$ cat config.mk
export PLATFORM = sky130hd
export DESIGN_NAME = frame_peak_exposure_calibrator_top
export DESIGN_NICKNAME = d
export VERILOG_FILES = /design/src/hw/rtl/fpec_pkg.sv /design/src/hw/rtl/fpec_cfg_regs.sv /design/src/hw/rtl/fpec_core.sv /design/src/hw/rtl/fpec_out_buf.sv /design/src/hw/rtl/frame_peak_exposure_calibrator_top.sv
export SDC_FILE = /design/constraint.sdc
export NUM_CORES = 1
export LEC_CHECK = 0
export ABC_CLOCK_PERIOD_IN_PS = 23900
export BUFFER_PORTS_ARGS = -buffer_cell sky130_fd_sc_hd__buf_2
export CORE_ASPECT_RATIO = 0.6
export CORE_MARGIN = 1.5
export CORE_UTILIZATION = 38
export CTS_CLUSTER_DIAMETER = 100
export DETAILED_ROUTE_END_ITERATION = 8
export GPL_TIMING_DRIVEN = 0
export MAX_ROUTING_LAYER = met4
export PLACE_DENSITY = 0.65
export SYNTH_ARGS = -nofsm -noshare
export SYNTH_HDL_FRONTEND = slang
export SYNTH_HIERARCHICAL = 1
export SYNTH_SLANG_ARGS = --single-unit
$ cat constraint.sdc
create_clock -name i_clk -period 23.9 [get_ports i_clk]
set_clock_uncertainty 0.15 [all_clocks]
set_input_delay 2.39 -clock i_clk [delete_from_list [all_inputs] [get_ports i_clk]]
set_output_delay 2.39 -clock i_clk [all_outputs]
set_load 0.005 [all_outputs]
$ cat src/hw/rtl/fpec_pkg.sv
// ----------------------------------------------------------------------------
// Frame peak exposure calibrator package
// Shared widths, reset values, register indexes, verdict codes and the
// beat and configuration types used across the block.
// ----------------------------------------------------------------------------
package fpec_pkg;

    localparam int PIX_W      = 12;
    localparam int TIME_W     = 20;
    localparam int STEP_W     = 8;
    localparam int VERDICT_W  = 3;
    localparam int CFG_IDX_W  = 3;
    localparam int CFG_DATA_W = 20;

    // Full scale of the converter follows this many sample bits
    localparam int SAMPLE_BITS_DEF = 12;

    localparam logic [PIX_W-1:0]  RST_UPPER_LIMIT  = PIX_W'(3500);
    localparam logic [PIX_W-1:0]  RST_LOWER_LIMIT  = PIX_W'(2500);
    localparam logic [TIME_W-1:0] RST_MIN_TIME     = TIME_W'(20);
    localparam logic [TIME_W-1:0] RST_MAX_TIME     = TIME_W'(100000);
    localparam logic [TIME_W-1:0] RST_INITIAL_TIME = TIME_W'(1000);
    localparam logic [STEP_W-1:0] RST_MAJOR_STEP   = STEP_W'(20);
    localparam logic [STEP_W-1:0] RST_MINOR_STEP   = STEP_W'(1);

    typedef enum logic [CFG_IDX_W-1:0] {
        CFG_UPPER_LIMIT  = 3'd0,
        CFG_LOWER_LIMIT  = 3'd1,
        CFG_MIN_TIME     = 3'd2,
        CFG_MAX_TIME     = 3'd3,
        CFG_INITIAL_TIME = 3'd4,
        CFG_MAJOR_STEP   = 3'd5,
        CFG_MINOR_STEP   = 3'd6
    } t_cfg_index;

    typedef enum logic [VERDICT_W-1:0] {
        VERDICT_IN_BAND   = 3'd0,
        VERDICT_DECREASED = 3'd1,
        VERDICT_INCREASED = 3'd2,
        VERDICT_FAIL_SAT  = 3'd3,
        VERDICT_FAIL_DARK = 3'd4
    } t_verdict;

    typedef struct packed {
        logic [PIX_W-1:0] pixel;
        logic             last_pixel;
    } t_in_beat;

    typedef struct packed {
        logic [TIME_W-1:0] integration_time;
        logic [PIX_W-1:0]  frame_peak;
        t_verdict          verdict;
    } t_out_beat;

    // Register file contents plus the time reload strobe
    typedef struct packed {
        logic [PIX_W-1:0]  upper_limit;
        logic [PIX_W-1:0]  lower_limit;
        logic [TIME_W-1:0] min_time;
        logic [TIME_W-1:0] max_time;
        logic [TIME_W-1:0] initial_time;
        logic [STEP_W-1:0] major_step;
        logic [STEP_W-1:0] minor_step;
        logic              load_time;
    } t_cfg;

endpackage

$ cat src/hw/rtl/fpec_cfg_regs.sv
// ----------------------------------------------------------------------------
// Configuration registers
// Holds the limits, time bounds and steps; flags a reload of the time on a
// write to the initial time register.
// ----------------------------------------------------------------------------
module fpec_cfg_regs (
    input  logic                             i_clk,
    input  logic                             i_rst_n,
    input  logic                             i_wr_en,
    input  logic [fpec_pkg::CFG_IDX_W-1:0]   i_wr_index,
    input  logic [fpec_pkg::CFG_DATA_W-1:0]  i_wr_data,
    output fpec_pkg::t_cfg                   o_cfg
);
    import fpec_pkg::*;

    t_cfg r_cfg;
    t_cfg n_cfg;

    always_comb begin
        n_cfg           = r_cfg;
        n_cfg.load_time = 1'b0;
        if (i_wr_en) begin
            case (i_wr_index)
                CFG_UPPER_LIMIT:  n_cfg.upper_limit = i_wr_data[PIX_W-1:0];
                CFG_LOWER_LIMIT:  n_cfg.lower_limit = i_wr_data[PIX_W-1:0];
                CFG_MIN_TIME:     n_cfg.min_time    = i_wr_data[TIME_W-1:0];
                CFG_MAX_TIME:     n_cfg.max_time    = i_wr_data[TIME_W-1:0];
                CFG_INITIAL_TIME: begin
                    n_cfg.initial_time = i_wr_data[TIME_W-1:0];
                    n_cfg.load_time    = 1'b1;
                end
                CFG_MAJOR_STEP:   n_cfg.major_step  = i_wr_data[STEP_W-1:0];
                CFG_MINOR_STEP:   n_cfg.minor_step  = i_wr_data[STEP_W-1:0];
                default: ;  // drop writes to unmapped indexes
            endcase
        end
    end

    always_ff @(posedge i_clk) begin
        if (!i_rst_n) begin
            r_cfg.upper_limit  <= RST_UPPER_LIMIT;
            r_cfg.lower_limit  <= RST_LOWER_LIMIT;
            r_cfg.min_time     <= RST_MIN_TIME;
            r_cfg.max_time     <= RST_MAX_TIME;
            r_cfg.initial_time <= RST_INITIAL_TIME;
            r_cfg.major_step   <= RST_MAJOR_STEP;
            r_cfg.minor_step   <= RST_MINOR_STEP;
            r_cfg.load_time    <= 1'b0;
        end else begin
            r_cfg <= n_cfg;
        end
    end

    assign o_cfg = r_cfg;

endmodule

$ cat src/hw/rtl/fpec_core.sv
// ----------------------------------------------------------------------------
// Peak tracker and exposure decision
// Keeps the running frame peak and the integration time; on the last pixel
// of a frame picks the step, applies the bound guards and forms the result.
// ----------------------------------------------------------------------------
module fpec_core #(
    parameter int SAMPLE_BITS = fpec_pkg::SAMPLE_BITS_DEF
) (
    input  logic                 i_clk,
    input  logic                 i_rst_n,
    input  logic                 i_accept,
    input  fpec_pkg::t_in_beat   i_beat,
    input  fpec_pkg::t_cfg       i_cfg,
    output logic                 o_res_valid,
    output fpec_pkg::t_out_beat  o_res
);
    import fpec_pkg::*;

    localparam int CMP_W = ((SAMPLE_BITS > PIX_W) ? SAMPLE_BITS : PIX_W) + 2;
    localparam logic [CMP_W-1:0] FULL_SCALE = CMP_W'((1 << SAMPLE_BITS) - 1);

    logic [PIX_W-1:0]  r_peak;
    logic [PIX_W-1:0]  n_peak;
    logic [TIME_W-1:0] r_time;
    logic [TIME_W-1:0] n_time;

    logic [PIX_W-1:0]  peak;
    logic              sat;
    logic              dark;
    logic              sat_major;
    logic              dark_major;
    logic [STEP_W-1:0] step;
    logic [TIME_W:0]   dec_floor;
    logic [TIME_W:0]   inc_sum;
    logic              dec_ok;
    logic              inc_ok;
    t_verdict          verdict;
    logic [TIME_W-1:0] frame_time;

    always_comb begin
        peak = (i_beat.pixel > r_peak) ? i_beat.pixel : r_peak;
        sat  = peak > i_cfg.upper_limit;
        dark = peak < i_cfg.lower_limit;

        // peak - upper >= full - upper reduces to peak >= full
        sat_major  = CMP_W'(peak) >= FULL_SCALE;
        // lower - peak > full - upper, with both sides moved to stay unsigned
        dark_major = (CMP_W'(i_cfg.lower_limit) + CMP_W'(i_cfg.upper_limit))
                     > (FULL_SCALE + CMP_W'(peak));

        if (sat) begin
            step = sat_major ? i_cfg.major_step : i_cfg.minor_step;
        end else begin
            step = dark_major ? i_cfg.major_step : i_cfg.minor_step;
        end

        dec_floor = {1'b0, i_cfg.min_time} + (TIME_W+1)'(step);
        inc_sum   = {1'b0, r_time} + (TIME_W+1)'(step);
        dec_ok    = {1'b0, r_time} >= dec_floor;
        inc_ok    = inc_sum <= {1'b0, i_cfg.max_time};

        frame_time = r_time;
        verdict    = VERDICT_IN_BAND;
        if (sat) begin
            if (dec_ok) begin
                frame_time = r_time - TIME_W'(step);
                verdict    = VERDICT_DECREASED;
            end else begin
                verdict    = VERDICT_FAIL_SAT;
            end
        end else if (dark) begin
            if (inc_ok) begin
                frame_time = inc_sum[TIME_W-1:0];
                verdict    = VERDICT_INCREASED;
            end else begin
                verdict    = VERDICT_FAIL_DARK;
            end
        end

        n_peak = r_peak;
        n_time = r_time;
        if (i_accept) begin
            n_peak = i_beat.last_pixel ? '0 : peak;
            if (i_beat.last_pixel) begin
                n_time = frame_time;
            end
        end
        // reload on an initial time write
        if (i_cfg.load_time) begin
            n_time = i_cfg.initial_time;
        end
    end

    always_ff @(posedge i_clk) begin
        if (!i_rst_n) begin
            r_peak <= '0;
            r_time <= RST_INITIAL_TIME;
        end else begin
            r_peak <= n_peak;
            r_time <= n_time;
        end
    end

    assign o_res_valid            = i_accept && i_beat.last_pixel;
    assign o_res.integration_time = frame_time;
    assign o_res.frame_peak       = peak;
    assign o_res.verdict          = verdict;

endmodule

$ cat src/hw/rtl/fpec_out_buf.sv
// ----------------------------------------------------------------------------
// Result output register with skid stage
// Registers each frame result and parks one more while the sink stalls,
// so the pixel stream keeps flowing until the skid stage is full.
// ----------------------------------------------------------------------------
module fpec_out_buf (
    input  logic                 i_clk,
    input  logic                 i_rst_n,
    input  logic                 i_res_valid,
    input  fpec_pkg::t_out_beat  i_res,
    output logic                 o_in_ready,
    output logic                 o_out_valid,
    input  logic                 i_out_ready,
    output fpec_pkg::t_out_beat  o_out_data
);
    import fpec_pkg::*;

    logic      r_out_valid;
    logic      n_out_valid;
    logic      r_skid_valid;
    logic      n_skid_valid;
    t_out_beat r_out;
    t_out_beat n_out;
    t_out_beat r_skid;
    t_out_beat n_skid;

    always_comb begin
        n_out_valid  = r_out_valid;
        n_skid_valid = r_skid_valid;
        n_out        = r_out;
        n_skid       = r_skid;
        if (r_out_valid && i_out_ready) begin
            n_out_valid = 1'b0;
        end
        // advance the parked beat
        if (r_skid_valid && !n_out_valid) begin
            n_out        = r_skid;
            n_out_valid  = 1'b1;
            n_skid_valid = 1'b0;
        end
        if (i_res_valid) begin
            if (!n_out_valid) begin
                n_out       = i_res;
                n_out_valid = 1'b1;
            end else begin
                n_skid       = i_res;
                n_skid_valid = 1'b1;
            end
        end
    end

    always_ff @(posedge i_clk) begin
        if (!i_rst_n) begin
            r_out_valid  <= 1'b0;
            r_skid_valid <= 1'b0;
        end else begin
            r_out_valid  <= n_out_valid;
            r_skid_valid <= n_skid_valid;
        end
    end

    always_ff @(posedge i_clk) begin
        r_out  <= n_out;
        r_skid <= n_skid;
    end

    assign o_in_ready  = !r_skid_valid;
    assign o_out_valid = r_out_valid;
    assign o_out_data  = r_out;

endmodule

$ cat src/hw/rtl/frame_peak_exposure_calibrator_top.sv
// ----------------------------------------------------------------------------
// Frame peak exposure calibrator
// Tracks the peak pixel of each frame and steps the integration time up or
// down at frame end, refusing steps that leave the allowed time range.
//
//   channel | direction | handshake                  | payload
//   in      | sink      | i_in_valid / o_in_ready    | i_in_data  (pixel, last_pixel)
//   out     | source    | o_out_valid / i_out_ready  | o_out_data (time, peak, verdict)
//   cfg     | sink      | i_cfg_valid / o_cfg_ready  | i_cfg_index, i_cfg_data
//
// One pixel is taken every cycle while o_in_ready is high; the peak compare and
// the frame-end decision are combinational ahead of the result register. The
// skid stage holds one extra result while the sink stalls, so o_in_ready
// drops only when two results are waiting on a stalled sink.
// Synchronous active-low reset restores register defaults, clears the peak
// and the result valids; configuration writes are always taken.
// ----------------------------------------------------------------------------
module frame_peak_exposure_calibrator_top #(
    parameter int SAMPLE_BITS = fpec_pkg::SAMPLE_BITS_DEF
) (
    input  logic                             i_clk,
    input  logic                             i_rst_n,
    input  logic                             i_in_valid,
    output logic                             o_in_ready,
    input  fpec_pkg::t_in_beat               i_in_data,
    output logic                             o_out_valid,
    input  logic                             i_out_ready,
    output fpec_pkg::t_out_beat              o_out_data,
    input  logic                             i_cfg_valid,
    output logic                             o_cfg_ready,
    input  logic [fpec_pkg::CFG_IDX_W-1:0]   i_cfg_index,
    input  logic [fpec_pkg::CFG_DATA_W-1:0]  i_cfg_data
);
    import fpec_pkg::*;

    t_cfg      cfg;
    logic      in_accept;
    logic      res_valid;
    t_out_beat res;

    assign o_cfg_ready = 1'b1;
    assign in_accept   = i_in_valid && o_in_ready;

    fpec_cfg_regs u_cfg_regs (
        .i_clk      (i_clk),
        .i_rst_n    (i_rst_n),
        .i_wr_en    (i_cfg_valid && o_cfg_ready),
        .i_wr_index (i_cfg_index),
        .i_wr_data  (i_cfg_data),
        .o_cfg      (cfg)
    );

    fpec_core #(
        .SAMPLE_BITS (SAMPLE_BITS)
    ) u_core (
        .i_clk       (i_clk),
        .i_rst_n     (i_rst_n),
        .i_accept    (in_accept),
        .i_beat      (i_in_data),
        .i_cfg       (cfg),
        .o_res_valid (res_valid),
        .o_res       (res)
    );

    fpec_out_buf u_out_buf (
        .i_clk       (i_clk),
        .i_rst_n     (i_rst_n),
        .i_res_valid (res_valid),
        .i_res       (res),
        .o_in_ready  (o_in_ready),
        .o_out_valid (o_out_valid),
        .i_out_ready (i_out_ready),
        .o_out_data  (o_out_data)
    );

endmodule
* Word-level counts from Yosys, hierarchy flattened
Index checks and enable logic that the tools add are counted.
Operators by class: add/sub/neg operators 5, order comparisons 7, equal/unequal tests 6, mux-type cells 26, reduce and logical (&&, ||, !) cells 19
Operator list (number):
- 20-bit 2-to-1 mux | 7
- 35-bit 2-to-1 mux | 3
- 20-bit by 8-bit adder with 21-bit output | 2
- 12-bit greater-than comparator | 2
- 12-bit 2-to-1 mux | 2
- 8-bit 2-to-1 mux | 3
- 20-bit by 21-bit >= comparator with 1-bit output | 1
- 21-bit by 20-bit less-or-equal comparator with 1-bit output | 1
- 2-bit AND reduction | 10
- 20-bit by 8-bit subtractor with 20-bit output | 1
- 14-bit greater-than comparator | 1
- 12-bit by 12-bit adder with 13-bit output | 1
- 12-bit by 12-bit adder with 13-bit output, first input constant | 1
- 12-bit >= comparator, second input constant | 1
- 12-bit less-than comparator | 1
- 3-bit equality test, second input constant | 3
- 3-bit 2-to-1 mux | 3
- 1-bit 2-to-1 mux | 7
- 3-bit by 2-bit equality test with 1-bit output, second input constant | 2
- 1-bit logical AND | 4
- 2-bit nonzero test | 2
- 3-bit by 1-bit equality test with 1-bit output, second input constant | 1
- 3-bit logical NOT | 1
- 1-bit logical NOT | 2
- 2-bit 2-to-1 mux | 1
Word-level totals: register bits 205, bits of input ports 41, output and inout port bits 38, logic and storage cells 81

* Logic depth before layout (Yosys ltp)
Gate-level depths: netlist of run 1.
depth in word-level cells 14, mapped depth 48, mapped depth without buffers 46

* Cells and area by module
The synthesis of run 1 kept the hierarchy.
Modules (own cells, without submodules):
- fpec_core | times used 1, cells an instance 855, area an instance 6595.1 um^2, sequential area each 640.6 um^2
- fpec_cfg_regs | times used 1, cells an instance 376, area an instance 3878.7 um^2, sequential area each 2021.9 um^2
- fpec_out_buf | times used 1, cells an instance 245, area an instance 2929.1 um^2, sequential area each 1791.7 um^2
- frame_peak_exposure_calibrator_top | times used 1, cells an instance 3, area an instance 17.5 um^2, sequential area each 0.0 um^2

* Least setup slack after synthesis of run 1
OpenSTA, ideal clock, no wires.
kind input-to-reg, from input port i_in_data[6] (netlist name), to register u_out_buf.r_out (netlist bit u_out_buf/o_out_data[19]), library setup time 0.117 ns, arrival time 11.084 ns, required time 23.633 ns, slack 12.549 ns, cell stages on the path 43, buffers on the path 3, cell sequence ha_1 a211oi_2 nor2_1 or3_4 o21bai_4 buf_4 nor2_1 a21oi_1 ha_1 ha_1 nor2b_1 o21a_1 o21a_1 o21a_1 o21a_1 o21bai_1 a21oi_1 o211ai_1 [... 7 more ...] a21oi_1 o21bai_1 a21oi_1 a211oi_1 and3_1 xor2_1 ha_1 a211o_1 a21oi_1 o2111ai_1 a21o_1 a32oi_1 o211ai_1 a211o_1 buf_6 and3_1 or2_2 o22a_1
RTL lines:
- start, declared | line frame_peak_exposure_calibrator_top.sv:25 | input fpec_pkg::t_in_beat i_in_data,
- end signal, assigned | line fpec_out_buf.sv:63 | r_out <= n_out;
- end, declared | line fpec_out_buf.sv:22 | t_out_beat r_out;

==> flow_summary.json, run 1 <==
{
  "grt_pass1_vias": 10900,
  "grt_antenna_before_repair": 0,
  "wl_per_cell_um": 21.6,
  "firstDrtPassIters": 9,
  "grt_overflow": 0,
  "synth_ff_type": "dfxtp_1",
  "die_h_um": 149,
  "cpMostUsedCell": "a21oi_1",
  "pwr_density_cell_nw_per_um2": 72.6,
  "post-route-period-util_pct": 57.6,
  "diodes": 0,
  "dp_cells": 2020,
  "die_width_um": 246,
  "seq_area_um2": 4450,
  "hold_class": "register to register",
  "totalWireLength_um": 44500,
  "clock_latency_ns": 0.54,
  "holdCritStartpoint": "u_cfg_regs/o_cfg[30]$_SDFFE_PN0P_",
  "synth_compound_area_share_pct": 18.3,
  "synthAdderAreaFrac_pct": 12.0,
  "drt_drc_violations_left": 0,
  "cap_violations": 0,
  "final_cell_mix": "nand2_1, dfxtp_1, mux2i_1, ha_1, a21oi_1",
  "stdcell_count": 2059,
  "die_area_um2": 36500,
  "cts_max_path_buffers": 3,
  "ys_types": 93,
  "fillers": 3452,
  "coreArea_um2": 34900,
  "clkTransAtPathRegs_ns": 0.07,
  "r2r-end": "u_out_buf/o_out_data[29]$_DFF_P_",
  "crit_fanout": 10,
  "via_per_inst": 5.67,
  "syn_nets": 1644,
  "yosysTopAreaCellShare_pct": 25.4,
  "place_congestion": 0.957,
  "synth-edff-count": 35,
  "placementRows": 53,
  "htreeDepth": 1,
  "port_buffers": 73,
  "final_common_cell": "nand2_1",
  "cts_resized": 0,
  "finalMaxSlewViolations": 0,
  "power_mw": 1.10,
  "power.leakage_nw": 6.50,
  "synth_top_family_by_area": "compound AO/OA/AOI/OAI gates",
  "post-cts-setup-buffers": 0,
  "ys_seq_area_share_pct": 33.2,
  "yosys-top-cells-area": "dfxtp_1, ha_1, mux2i_1",
  "timing.final.crit_period_ns": 13.77,
  "postCtsHoldBufs": 0,
  "status": "finished, final reports clean",
  "crit_slowest_cell": "a41oi_1",
  "synth_area_um2": 13400,
  "timing.rr.start": "u_core/r_peak[11]$_SDFFE_PN0P_",
  "grt_max_degree": 21,
  "hold_viol": 0,
  "root_buffer": "clkbuf_16",
  "cp_data_required_time_ns": 24.23,
  "crit_type": "primary input to register",
  "tns_ns": 0,
  "synth_xor_area_share_pct": 4.57,
  "ys.warnings.count": 6,
  "utilization_pct": 43.4,
  "max_slew_margin_pct": 4.65,
  "cts_made_buffers": 22,
  "start_util_pct": 38.5,
  "multi_input_area_um2": 8180,
  "ys_ff_latch": 205,
  "yosys.area.top_type": "dfxtp_1",
  "worst_slew_pin_slew_ns": 1.41,
  "crit_family": "compound AO/OA/AOI/OAI gates",
  "reg2reg_depth": 41,
  "dpl.hpwl_um": 34600,
  "fmax_mhz": 72.6,
  "drive_above_1_share_pct": 12.4,
  "hold_ws_ns": 0.313,
  "area.growth.synth_to_final_pct": 12.8,
  "max_stage_delay_ns": 1.04,
  "via_count": 11700,
  "synthMuxAreaShare_pct": 10.1,
  "critPathLaunchType": "primary input",
  "min_path_cells": 2,
  "grtUsageTotal_pct": 25.0,
  "peakVddDrop_uv": 53.6,
  "rsz0062_at_grt": "no",
  "crit_buf_inv": 3,
  "critPathLaunch": "i_in_data[12]",
  "ys_async_sr_fraction_pct": 0,
  "r2r_slack_ns": 11.69,
  "finalSetupViolations": 0,
  "clock-sinks": 205,
  "avgSynthCellArea_um2": 9.07,
  "cp_data_arrival_time_ns": 14.10,
  "final_nets": 1742,
  "io_pins": 79,
  "whs_endpoint": "u_cfg_regs/o_cfg[30]$_SDFFE_PN0P_",
  "synthSimpleGateAreaFrac_pct": 15.9,
  "grt_pass1_wl_um": 67000,
  "endpoint_kind": "register",
  "synthCells": 1479,
  "drtIter0Drc": 1272,
  "cts_tree": "built",
  "drtAntennaViolNets": 0
}
==> report_power, final <==
part	switching, mW	internal [mW]
sequential	0.0231	0.381
combinational	0.204	0.140
clock	0.148	0.203
total	0.375	0.724
==> cell usage after synthesis (28+ instances only) <==
library cell,instances
xnor2_1,51
inv_1,85
nand3_1,32
a21boi_0,39
nor2_1,45
clkbuf_1,45
mux2i_1,120
nor2b_1,52
nand2_1,178
edfxtp_1,35
dfxtp_1,170
o21ai_0,28
ha_1,120
a21oi_1,98
==> worst reg2reg max path, delay by kind of cell, from the launching register on <==
kind                     cells  cell delay [ns]
buffers and inverters        3             0.70
AO/OA/AOI/OAI               21             5.69
adder cells (fa/ha/maj)      5             1.66
multiplexers                 2             1.15
AND/OR/NAND/NOR              8             2.03
flip-flops                   1             0.36
XOR/XNOR                     2             0.40
==> worst max-delay path by stage <==
stage,endpoint,slack [ns],cells past startpoint
after floorplan,u_out_buf/o_out_data[19]$_DFF_P_,12.55,43
after global placement,u_out_buf/o_out_data[29]$_DFF_P_,10.11,41
after detailed placement,u_out_buf/o_out_data[29]$_DFF_P_,9.97,39
after CTS,u_out_buf/o_out_data[29]$_DFF_P_,10.49,39
after global routing,u_out_buf/o_out_data[29]$_DFF_P_,9.61,39
final,u_out_buf/o_out_data[29]$_DFF_P_,10.13,41
==> area by class of cell <==
type | count | share of cell area, %
Sequential cell | 205 | 29.4
Multi-Input combinational cell | 1099 | 54.1
Timing Repair Buffer | 74 | 2.60
Buffer | 87 | 3.08
Inverter | 88 | 2.18
Clock buffer | 33 | 4.38
Tap cell | 467 | 3.86
Clock inverter | 6 | 0.413
==> metal layers <==
metal	part of all wire, %	wire length, µm	global-route usage [%]	vias to the layer above
li1	-	-	-	5480
met1	52	23300	40.1	5643
met2	36	16200	30.7	506
met3	10	4620	5.94	39
met4	0.93	413	3.40	0
met5	0	0	-	-
==> stage by stage <==
step | area, µm² | worst slack, ns
floorplan | 13400 | 12.55
global placement | 14400 | 10.11
detailed placement | 14400 | 9.97
CTS | 15100 | 10.49
global route | 15100 | 9.61
finish | 15100 | 10.13
==> state kept, by name, summed over array words and instances (netlist names) <==
| register | cells |
|---|---|
| u_out_buf/o_out_data | 35 |
| u_core/r_time | 20 |
| u_out_buf/r_skid_valid | 1 |
| u_core/r_peak | 12 |
| u_out_buf/r_skid | 35 |
| u_cfg_regs/o_cfg | 101 |
| u_out_buf/o_out_valid | 1 |
==> cell families after synthesis <==
group | after synthesis
compound gates | 342
simple gates | 426
other cells | 1
xor+xnor | 70
buf+inv | 175
mux | 133
fa+ha+maj | 127
flops | 205
(Power assumes the default switching activity.)
==> run 2: changes to the inputs <==
- ABC_AREA: not set -> 1
- ABC_CLOCK_PERIOD_IN_PS: 23900 -> 12500
- PLACE_DENSITY: 0.65 -> 0.67
- clock period: 23.9 -> 12.5 ns (I/O delays scaled with it)
==> flow_summary.json, run 2 <==
{
  "status": "finished, final reports clean",
  "avgSynthCellArea_um2": 6.88,
  "cts_resized": 0,
  "crit_family": "simple AND/OR/NAND/NOR gates",
  "via_count": 14900,
  "power.share.clock_pct": 25.7,
  "timing.final.crit_period_ns": 10.73,
  "endpoint_kind": "register",
  "ys_seq_area_share_pct": 29.4,
  "grt_pass1_wl_um": 79700,
  "synth-edff-count": 35,
  "tns_ns": 0,
  "max_slew_margin_pct": 10.9,
  "clock-sinks": 205,
  "area.growth.synth_to_final_pct": 11.9,
  "placementRows": 56,
  "busiest_layer": "met1",
  "finalMaxSlewViolations": 0,
  "grt_antenna_before_repair": 0,
  "synth_area_um2": 15100,
  "postCtsHoldBufs": 0,
  "hold_class": "register to register",
  "pwr_density_cell_nw_per_um2": 160,
  "p_seq_share_pct": 28.7,
  "ys_ff_latch": 205,
  "post-cts-setup-buffers": 0,
  "start_util_pct": 38.7,
  "grtUsageTotal_pct": 26.4,
  "coreArea_um2": 39200,
  "ys.warnings.count": 6,
  "critPathLaunchType": "primary input",
  "power_mw": 2.72,
  "yosysMostFrequentCell": "nand2_1",
  "crit_slowest_cell": "clkbuf_1",
  "cap_violations": 0,
  "cpMostUsedCell": "nand2_1",
  "synthCells": 2202,
  "final_nets": 2468,
  "crit_buf_inv": 10,
  "ys_types": 60,
  "yosys.area.top_type": "dfxtp_1",
  "synth_ff_type": "dfxtp_1",
  "wl_per_cell_um": 18.6,
  "cp_data_required_time_ns": 12.60,
  "cp_data_arrival_time_ns": 10.83,
  "die_h_um": 158,
  "post-route-period-util_pct": 85.8,
  "reg2reg_depth": 52,
  "grt_overflow": 0,
  "crit_fanout": 10,
  "drive_above_1_share_pct": 14.1,
  "grt_pass1_vias": 13200,
  "firstDrtPassIters": 7,
  "place_congestion": 1.01,
  "drtAntennaViolNets": 0,
  "worst_slew_pin_slew_ns": 1.34,
  "grt_use_met2_pct": 33.3,
  "yosysTopAreaCellShare_pct": 22.5,
  "fmax_mhz": 93.2,
  "clock_latency_ns": 0.53,
  "power.leakage_nw": 8.29,
  "drt_drc_violations_left": 0,
  "synthTopCellsByCount": "nand2_1, inv_1, nor2_1, nand3_1, dfxtp_1",
  "ys_async_sr_fraction_pct": 0,
  "hold_viol": 0,
  "syn_nets": 2367,
  "die_area_um2": 41100,
  "p_switching_mw": 1.16,
  "clkTransAtPathRegs_ns": 0.06,
  "htreeDepth": 1,
  "port_buffers": 77,
  "dpl.hpwl_um": 43300,
  "min_path_cells": 2,
  "via_per_inst": 5.23,
  "io_pins": 79,
  "rsz0062_at_grt": "no",
  "pwr-share-comb_pct": 45.6,
  "final_common_cell": "nand2_1",
  "grt_util_met1_pct": 42.2,
  "drtIter0Drc": 1707,
  "totalWireLength_um": 52800,
  "cell_internal_pwr_mw": 1.56,
  "max_stage_delay_ns": 0.57,
  "crit_type": "primary input to register",
  "finalSetupViolations": 0,
  "grt_max_degree": 36,
  "yosys-top-cells-area": "dfxtp_1, nand2_1, ha_1",
  "die_width_um": 261,
  "final_cell_mix": "nand2_1, inv_1, nor2_1",
  "root_buffer": "clkbuf_16",
  "grt_use_met3_pct": 5.68,
  "cts_max_path_buffers": 3,
  "switching_share_pct": 42.7,
  "crit_cells": 52,
  "cts_tree": "built",
  "cts_made_buffers": 22,
  "peakVddDrop_uv": 119,
  "largest_register_ff_count": 101
}
## run 2: cells by family (layout without fill, tap and decap cells)
kind of cell	after synthesis	count (layout)	share of synthesized area, %
AO/OA/AOI/OAI	235	235	9.24
XOR/XNOR	67	67	3.88
adder cells (fa/ha/maj)	124	124	10.4
buffers and inverters	416	533	12.1
flip-flops	205	205	29.4
other	1	2	0.0248
AND/OR/NAND/NOR	1154	1154	34.9
## run 2: metrics by stage
| stage | hold slack [ns] | instances | util [%] | instance area, µm² | worst slack [ns] |
|---|---|---|---|---|---|
| 4_1_cts | 0.316 | 2841 | 43.3 | 16900 | 2.06 |
| 6_report | 0.316 | 2842 | 43.3 | 16900 | 1.77 |
| 3_5_place_dp | 0.300 | 2801 | 41.3 | 16200 | 1.56 |
| 5_1_grt | 0.339 | 2841 | 43.3 | 16900 | 1.00 |
| 3_3_place_gp | 0.293 | 2801 | 41.3 | 16200 | 1.63 |
| 2_1_floorplan | 0.279 | 2202 | - | 15100 | 4.10 |
## run 2: area by class of cell
type	count	area, µm²
Antenna cell	1	2.50
Tap cell	522	653
Clock buffer	32	639
Timing Repair Buffer	77	385
Inverter	326	1230
Fill cell	4090	22200
Sequential cell	205	4450
Multi-Input combinational cell	1581	8860
Clock inverter	8	121
Buffer	90	601
## run 2: worst register-to-register path: cells and delay by family, from the launching register on
family	cells	cell delay, ns
adder cells (fa/ha/maj)	4	1.27
AO/OA/AOI/OAI	9	1.82
flip-flops	1	0.36
buffers and inverters	10	1.89
XOR/XNOR	2	0.40
AND/OR/NAND/NOR	27	4.15
## run 2: power groups by stage
stage,registers [mW],logic [mW],clock network [mW]
after floorplan,0.782,0.806,0
after global placement,0.791,1.18,0
after detailed placement,0.794,1.20,0
after CTS,0.779,1.20,0.712
after global routing,0.786,1.36,0.737
final,0.780,1.24,0.698
## run 2: layer usage
layer,vias up,wire (µm)
li1,7242,-
met4,0,602
met1,6868,27200
met2,714,18900
met3,46,6070
met5,-,0
## run 2: final timing paths
| kind | slack (ns) | from | end |
|---|---|---|---|
| hold / removal | 0.32 | u_cfg_regs/o_cfg[44]$_SDFFE_PN1P_ | u_cfg_regs/o_cfg[44]$_SDFFE_PN1P_ |
| hold reg to reg | 0.32 | u_cfg_regs/o_cfg[44]$_SDFFE_PN1P_ | u_cfg_regs/o_cfg[44]$_SDFFE_PN1P_ |
| setup / recovery | 1.77 | i_in_data[8] | u_out_buf/r_skid[18]$_DFFE_PP_ |
| setup reg to reg | 2.20 | u_core/r_peak[7]$_SDFFE_PN0P_ | u_out_buf/r_skid[18]$_DFFE_PP_ |
